### config.mk
export PLATFORM = sky130hd
export DESIGN_NAME = hilbert_3d_curve_index
export DESIGN_NICKNAME = d
export VERILOG_FILES = /design/src/hdl/hc3_pkg.sv /design/src/hdl/hc3_level_cell.sv /design/src/hdl/hc3_base_cell.sv /design/src/hdl/hilbert_3d_curve_index.sv
export SDC_FILE = /design/constraint.sdc
export NUM_CORES = 1
export LEC_CHECK = 0
export CORE_ASPECT_RATIO = 1.1
export CORE_MARGIN = 2
export CORE_UTILIZATION = 30
export CTS_CLUSTER_DIAMETER = 60
export DETAILED_ROUTE_END_ITERATION = 10
export DONT_BUFFER_PORTS = 1
export GPL_ROUTABILITY_DRIVEN = 1
export PLACE_DENSITY_LB_ADDON = 0.1
export SLEW_MARGIN = 20
export SYNTH_ARGS = -nofsm -noshare
export SYNTH_HDL_FRONTEND = slang
export SYNTH_SLANG_ARGS = --single-unit
### constraint.sdc
create_clock -name clock -period 9.1 [get_ports clock]
set_input_delay 0 -clock clock [delete_from_list [all_inputs] [get_ports clock]]
set_output_delay 0 -clock clock [all_outputs]
set_load 0.03 [all_outputs]
### src/hdl/hc3_pkg.sv
`timescale 1ns / 1ps
// Shared types and constants for the 3D Hilbert-Peano curve index block.
// No dependencies.
package hc3_pkg;

   localparam int MAX_ORDER_DEF   = 8;
   localparam int MAX_ORDER_LIMIT = 10;
   localparam int COORD_W         = MAX_ORDER_LIMIT;
   localparam int IN_COORD_W      = 8;
   localparam int POS_W           = 24;
   localparam int ORDER_W         = 4;

   typedef struct packed {
      logic [COORD_W-1:0] x;
      logic [COORD_W-1:0] y;
      logic [COORD_W-1:0] z;
      logic [POS_W-1:0]   acc;
      logic               neg;
      logic               oor;
   } hc3_stage_type;

   typedef logic [2:0] hc3_corner_type;

   function automatic logic [2:0] hc3_base(input hc3_corner_type c);
      logic [2:0] t;
      case (c)
         3'd0:    t = 3'd0;
         3'd1:    t = 3'd1;
         3'd2:    t = 3'd3;
         3'd3:    t = 3'd2;
         3'd4:    t = 3'd7;
         3'd5:    t = 3'd6;
         3'd6:    t = 3'd4;
         3'd7:    t = 3'd5;
         default: t = 3'd0;
      endcase
      return t;
   endfunction

endpackage

### src/hdl/hc3_level_cell.sv
`timescale 1ns / 1ps
// One curve level: resolves the octant at a fixed level and registers the result.
// Depends on hc3_pkg.
module hc3_level_cell #(
   parameter int LEVEL = 2
) (
   input  logic                       clock,
   input  logic                       reset,
   input  logic [hc3_pkg::ORDER_W-1:0] order,
   input  logic                       in_valid,
   output logic                       in_ready,
   input  hc3_pkg::hc3_stage_type     in_stage,
   output logic                       out_valid,
   input  logic                       out_ready,
   output hc3_pkg::hc3_stage_type     out_stage
);
   import hc3_pkg::*;

   localparam logic [COORD_W-1:0] S_M1   = COORD_W'((1 << LEVEL) - 1);
   localparam logic [COORD_W-1:0] H      = COORD_W'(1 << (LEVEL - 1));
   localparam logic [COORD_W-1:0] H_M1   = H - COORD_W'(1);
   localparam logic [POS_W-1:0]   FULL_M1 = POS_W'((64'd1 << (3 * LEVEL)) - 64'd1);
   localparam int                 SUB_SH = 3 * (LEVEL - 1);

   logic            valid_ff;
   hc3_stage_type   stage_ff;
   hc3_stage_type   stage_in;
   logic            active;
   logic            flip;
   logic            neg1;
   logic [COORD_W-1:0] xm;
   logic [POS_W-1:0]   acc1;
   logic [POS_W-1:0]   ksub;
   logic [1:0]         k;

   assign active   = (ORDER_W'(LEVEL) <= order);
   assign in_ready = !valid_ff || out_ready;

   always_comb begin
      flip = in_stage.x[LEVEL-1];
      xm   = flip ? (S_M1 - in_stage.x) : in_stage.x;
      acc1 = in_stage.acc;
      if (flip) begin
         acc1 = in_stage.neg ? (in_stage.acc - FULL_M1) : (in_stage.acc + FULL_M1);
      end
      neg1     = in_stage.neg ^ flip;
      stage_in = in_stage;
      if (!in_stage.y[LEVEL-1] && !in_stage.z[LEVEL-1]) begin
         k = 2'd0;
         stage_in.x = in_stage.z;
         stage_in.y = in_stage.y;
         stage_in.z = xm;
      end else if (!in_stage.y[LEVEL-1]) begin
         k = 2'd1;
         stage_in.x = in_stage.y;
         stage_in.y = xm;
         stage_in.z = in_stage.z - H;
      end else if (in_stage.z[LEVEL-1]) begin
         k = 2'd2;
         stage_in.x = xm;
         stage_in.y = in_stage.y - H;
         stage_in.z = in_stage.z - H;
      end else begin
         k = 2'd3;
         stage_in.x = H_M1 - in_stage.z;
         stage_in.y = H_M1 - xm;
         stage_in.z = in_stage.y - H;
      end
      ksub         = POS_W'(k) << SUB_SH;
      stage_in.acc = neg1 ? (acc1 - ksub) : (acc1 + ksub);
      stage_in.neg = neg1;
      if (!active) begin
         stage_in = in_stage;
      end
   end

   always_ff @(posedge clock) begin
      if (reset) begin
         valid_ff <= 1'b0;
      end else if (in_ready) begin
         valid_ff <= in_valid;
      end
   end

   always_ff @(posedge clock) begin
      if (in_ready && in_valid) begin
         stage_ff <= stage_in;
      end
   end

   assign out_valid = valid_ff;
   assign out_stage = stage_ff;

endmodule

### src/hdl/hc3_base_cell.sv
`timescale 1ns / 1ps
// Last cell: order-one corner table, sign fold and result register.
// Depends on hc3_pkg.
module hc3_base_cell (
   input  logic                       clock,
   input  logic                       reset,
   input  logic                       in_valid,
   output logic                       in_ready,
   input  hc3_pkg::hc3_stage_type     in_stage,
   output logic                       out_valid,
   input  logic                       out_ready,
   output logic [hc3_pkg::POS_W-1:0]  out_pos,
   output logic                       out_oor
);
   import hc3_pkg::*;

   logic             valid_ff;
   logic [POS_W-1:0] pos_ff;
   logic [POS_W-1:0] pos_in;
   logic             oor_ff;
   logic [POS_W-1:0] t;

   assign in_ready = !valid_ff || out_ready;

   always_comb begin
      t = POS_W'(hc3_base({in_stage.x[0], in_stage.y[0], in_stage.z[0]}));
      if (in_stage.oor) begin
         pos_in = '0;
      end else if (in_stage.neg) begin
         pos_in = in_stage.acc - t;
      end else begin
         pos_in = in_stage.acc + t;
      end
   end

   always_ff @(posedge clock) begin
      if (reset) begin
         valid_ff <= 1'b0;
      end else if (in_ready) begin
         valid_ff <= in_valid;
      end
   end

   always_ff @(posedge clock) begin
      if (in_ready && in_valid) begin
         pos_ff <= pos_in;
         oor_ff <= in_stage.oor;
      end
   end

   assign out_valid = valid_ff;
   assign out_pos   = pos_ff;
   assign out_oor   = oor_ff;

endmodule

### src/hdl/hilbert_3d_curve_index.sv
`timescale 1ns / 1ps
// 3D Hilbert-Peano curve index, top level. Uses hc3_pkg, hc3_level_cell, hc3_base_cell.
// Pipeline: one level cell per level MAX_ORDER..2, then the result register.
// Throughput: one transaction per cycle unless rsp stalls; each cell holds one item at a time.
// Bubbles collapse, so a new transaction is taken while a result waits if any cell is empty.
// Reset (synchronous): cells empty, cube_order returns to 1.
module hilbert_3d_curve_index #(
   parameter int MAX_ORDER = hc3_pkg::MAX_ORDER_DEF
) (
   input  logic        clock,
   input  logic        reset,
   // csr_tdata: [3:0] cube_order, [7:4] zero
   input  logic        csr_tvalid,
   output logic        csr_tready,
   input  logic [7:0]  csr_tdata,
   // req_tdata: [7:0] coord_0, [15:8] coord_1, [23:16] coord_2
   input  logic        req_tvalid,
   output logic        req_tready,
   input  logic [23:0] req_tdata,
   // rsp_tdata: [23:0] curve_position
   output logic        rsp_tvalid,
   input  logic        rsp_tready,
   output logic [23:0] rsp_tdata,
   // rsp_tuser: [0] out_of_range
   output logic        rsp_tuser
);
   import hc3_pkg::*;

   localparam int NCELL = MAX_ORDER - 1;

   logic [ORDER_W-1:0] cube_order_ff;
   logic [ORDER_W-1:0] eff_order;
   logic [IN_COORD_W-1:0] c0, c1, c2;

   hc3_stage_type st [0:NCELL];
   logic          vld [0:NCELL];
   logic          rdy [0:NCELL];

   assign csr_tready = 1'b1;

   always_ff @(posedge clock) begin
      if (reset) begin
         cube_order_ff <= ORDER_W'(1);
      end else if (csr_tvalid && csr_tready) begin
         cube_order_ff <= csr_tdata[ORDER_W-1:0];
      end
   end

   always_comb begin
      eff_order = cube_order_ff;
      if (cube_order_ff == '0) begin
         eff_order = ORDER_W'(1);
      end else if (cube_order_ff > ORDER_W'(MAX_ORDER)) begin
         eff_order = ORDER_W'(MAX_ORDER);
      end
   end

   assign c0 = req_tdata[7:0];
   assign c1 = req_tdata[15:8];
   assign c2 = req_tdata[23:16];

   always_comb begin
      st[0].x   = COORD_W'(c0);
      st[0].y   = COORD_W'(c1);
      st[0].z   = COORD_W'(c2);
      st[0].acc = '0;
      st[0].neg = 1'b0;
      st[0].oor = ((c0 >> eff_order) != '0) || ((c1 >> eff_order) != '0)
               || ((c2 >> eff_order) != '0);
   end

   assign vld[0]     = req_tvalid;
   assign req_tready = rdy[0];

   genvar i;
   generate
      for (i = 0; i < NCELL; i++) begin : g_cell
         hc3_level_cell #(
            .LEVEL(MAX_ORDER - i)
         ) u_level (
            .clock    (clock),
            .reset    (reset),
            .order    (eff_order),
            .in_valid (vld[i]),
            .in_ready (rdy[i]),
            .in_stage (st[i]),
            .out_valid(vld[i+1]),
            .out_ready(rdy[i+1]),
            .out_stage(st[i+1])
         );
      end
   endgenerate

   hc3_base_cell u_base (
      .clock    (clock),
      .reset    (reset),
      .in_valid (vld[NCELL]),
      .in_ready (rdy[NCELL]),
      .in_stage (st[NCELL]),
      .out_valid(rsp_tvalid),
      .out_ready(rsp_tready),
      .out_pos  (rsp_tdata),
      .out_oor  (rsp_tuser)
   );

endmodule
==> results.cfg <==
[final_layout]
fin_util_pct = 34.50
nets = 2735
antenna_cells = 0
postLayoutCellArea_um2 = 25280
drive_above_1_share_pct = 7.518
syn2layout_area_growth_pct = 13.56

[power]
p_sw_share_pct = 27.43
power_switching_mw = 1.002
power_leakage_nw = 9.830
seq_power_share_pct = 39.2
pwr_density_cell_nw_per_um2 = 144.6
p_comb_share_pct = 17.6
clkPwrFrac_pct = 43.1
internal_power_mw = 2.652
ir_worst_vdd_v = 0.0001055

[route]
drc = 0
vias = 17780
wire_per_inst_um = 16.24
first_pass_iters = 5
final_antenna_net_count = 0
wl_mm = 56.31
drt_iter0_drc = 797
routed_via_density = 5.127

[synthesis]
yosysWarnings = 0
synth_area_um2 = 22260
async_flop_share_pct = 0
synth_nets = 2701
ys_seq_area_share_pct = 35.35
ys_ff_latch = 267
syn-instance-count = 2448
synth_cell_types = 71
synth_edf_count = 252
syn_area_per_cell_um2 = 9.092
ys.flop_type = edfxtp_1

[worst_setup_path]
crit_path_max_fanout = 16
crit_required_ns = 9.39
crit_slowest_cell = edfxtp_1
crit_path_cell_trace = inv_1 > ha_1 > and3_1 > a221o_1 > a221o_1 > o21ai_0 > xor2_1 > nand2_1 > o21ai_0 > ha_1 > inv_1 > fa_1 > a21o_1 > a21oi_1 > o21bai_1 > a21oi_1 > nor2b_1 > o21a_1 > o21ai_0 > nand2b_1 > a21oi_1 > xor2_1 > o21ai_1
slowest_delay_ns = 0.74
cp-end-kind = flip-flop
crit_path_start_kind = flip-flop
criticalPathCategory = reg2reg
cp.arrival_ns = 6.19

[clock_network]
numCtsBuffers = 41
cts_tree = built
ctsLongestPathBuffers = 3
cts_sinks = 267
cts-root-buf = clkbuf_16
ctsResizeCount = 0
cts.htree.levels = 2
clk_latency_ns = 0.57
path_clk_slew_ns = 0.05

[floorplanning]
die-area_um2 = 76390
io_pins = 65
core_um2 = 73260
start_util_pct = 30.38
rows = 104
die_y_um = 289.7
die_w_um = 263.7

[global_routing]
grt_max_degree = 42
antenna_found_initial = 1
grt_pass1_wl_mm = 92.34
gr-total-overflow = 0
track_usage_pct = 14.65
grt_pass1_vias = 17970

[sta]
setup_viol = 0
fin_setup_tns_ns = 0
skew_ns = 0.02287
maxSlewViolCount = 0
hold_violations = 0
min_period_ns = 5.904
worst-slew-pin-transition_ns = 1.085
slew_headroom_pct = 27.45
max_freq_mhz = 169.4
finalCritPeriodShare_pct = 64.88
rsz0062_at_grt = false

[job]
cap_viol_max_count = 0

[place]
portBuffers = 0
placed_area_um2 = 23350
dp_hpwl_mm = 43.12
place.gp.congestion = 0.8274

[run_status]
outcome = complete, no violations

[hold_path]
worstHoldPathType = in2reg
==> per-stage QoR <==
stage	setup slack (ns)	std cells	power, mW	hold WS, ns
floorplan	3.892	2448	1.936	0.06907
global placement	3.151	3336	2.065	0.07139
detailed placement	3.168	3336	2.074	0.07242
CTS	3.162	3468	3.722	0.01257
global route	2.679	3468	3.848	0.04516
finish	3.196	3468	3.654	0.04745
==> cells in the mapped netlist, types with 9 or more instances <==
cell | count | area, um2
a211oi_1 | 14 | 105.1
a21o_1 | 58 | 435.4
a21oi_1 | 214 | 1071
a22oi_1 | 44 | 330.3
a31oi_1 | 13 | 81.33
and2_1 | 11 | 68.82
and3_1 | 19 | 118.9
buf_1 | 10 | 37.54
clkbuf_1 | 80 | 300.3
dfxtp_1 | 15 | 300.3
edfxtp_1 | 252 | 7567
fa_1 | 10 | 200.2
ha_1 | 206 | 2577
inv_1 | 83 | 311.6
mux2_2 | 66 | 743.2
mux2i_1 | 41 | 410.4
nand2_1 | 241 | 904.6
nand2b_1 | 33 | 206.5
nand3_1 | 51 | 255.2
nor2_1 | 199 | 747.0
nor2b_1 | 42 | 262.8
nor3_1 | 31 | 155.2
o211ai_1 | 9 | 67.56
o21a_1 | 23 | 172.7
o21ai_0 | 204 | 1021
o21ai_1 | 40 | 200.2
o21bai_1 | 24 | 180.2
o22ai_1 | 22 | 137.6
o31ai_1 | 24 | 180.2
or2_2 | 13 | 81.33
or3_1 | 14 | 87.58
xnor2_1 | 131 | 1147
xor2_1 | 104 | 910.9
==> critical path: cells and delay by family, from the launching register on <==
kind / cells / cell delay, ns
AND/OR/NAND/NOR: 4 / 0.44
adder cells (fa/ha/maj): 3 / 1.09
AO/OA/AOI/OAI: 12 / 2.49
flip-flops: 1 / 0.74
XOR/XNOR: 2 / 0.32
buffers and inverters: 2 / 0.57
==> power groups by stage <==
stage               Sequential [mW]  Clock, mW  Combinational [mW]
floorplan                      1.44          0               0.496
global placement               1.46          0               0.606
detailed placement             1.46          0               0.615
CTS                            1.43       1.64               0.649
global route                   1.44       1.68               0.732
finish                         1.43       1.58               0.644
==> cells by family (layout without fill, tap and decap cells) <==
logic type,count (synthesis),after routing,share of synthesized area [%]
AO/OA/AOI/OAI,761,761,20.81
XOR/XNOR,235,235,9.247
adder cells (fa/ha/maj),216,216,12.48
buffers and inverters,178,244,3.019
flip-flops,267,267,35.35
multiplexers,107,107,5.183
other,1,1,0.01685
AND/OR/NAND/NOR,683,683,13.90
==> routing by layer <==
layer  share of wire [%]  GRT usage, %
met4                 4.1         6.671
met3                 2.7         1.813
met1                  43         17.13
met2                  50         26.79
met5               0.023             0
==> registers in the layout (all words and copies together), names as in the netlist <==
name and flops:
u_base.out_oor 1, g_cell.u_level.out_stage 227, g_cell.u_level.out_valid 7, u_base.out_valid 1
u_base.out_pos 24, cube_order_ff 4, u_base.t 3
==> cells in the final DEF (no fill, tap or decap), types with 7 or more instances in the layout <==
cell type and n:
o31ai_1 24, o21ai_0 204, o21ai_1 40, clkbuf_16 42, nor3b_1 8, o21bai_1 24
nand2_1 241, o22ai_1 22, a211o_1 7, a21o_1 58, xnor2_1 131, dlygate4sd3_1 57
and3_1 19, fa_1 10, o21a_1 23, and2_1 11, nor3_1 31, xor2_1 104
mux2_2 66, or3_1 14, o211ai_1 9, clkbuf_1 8, a22oi_1 44, ha_1 206
edfxtp_1 252, or2_2 13, nor2b_1 39, dfxtp_1 15, mux2i_1 41, inv_1 83
a21oi_1 212, nor2_1 196, a211oi_1 14, nand3_1 51, a31oi_1 11, buf_4 25
nand2b_1 33
==> final timing paths <==
| path | slack, ns | endpoint | startpoint | depth (start not counted) |
|---|---|---|---|---|
| max | 3.20 | g_cell[3].u_level.out_stage[24] | g_cell[2].u_level.out_stage[1] | 23 |
| min | 0.05 | g_cell[0].u_level.out_stage[40] | req_tdata[15] | 2 |
| max reg2reg | 3.20 | g_cell[3].u_level.out_stage[24] | g_cell[2].u_level.out_stage[1] | 23 |
| min reg2reg | 0.42 | g_cell[3].u_level.out_stage[0] | g_cell[2].u_level.out_stage[0] | 0 |
==> area by class of cell <==
type | count | area, um2
tap | 954 | 1194
sequential | 267 | 7868
clock inverter | 24 | 260.3
timing repair buffer | 82 | 758.2
multi-input combinational | 2003 | 13770
inverter | 87 | 326.6
fill | 7464 | 47980
clock buffer | 51 | 1095
==> timing repair <==
item / CTS / global route
setup buffers: 0 / 0
setup endpoints to repair: 0 / 0
hold buffers: 57 / 0
endpoints found under the hold margin: 70 / 0
(Power assumes the default switching activity.)
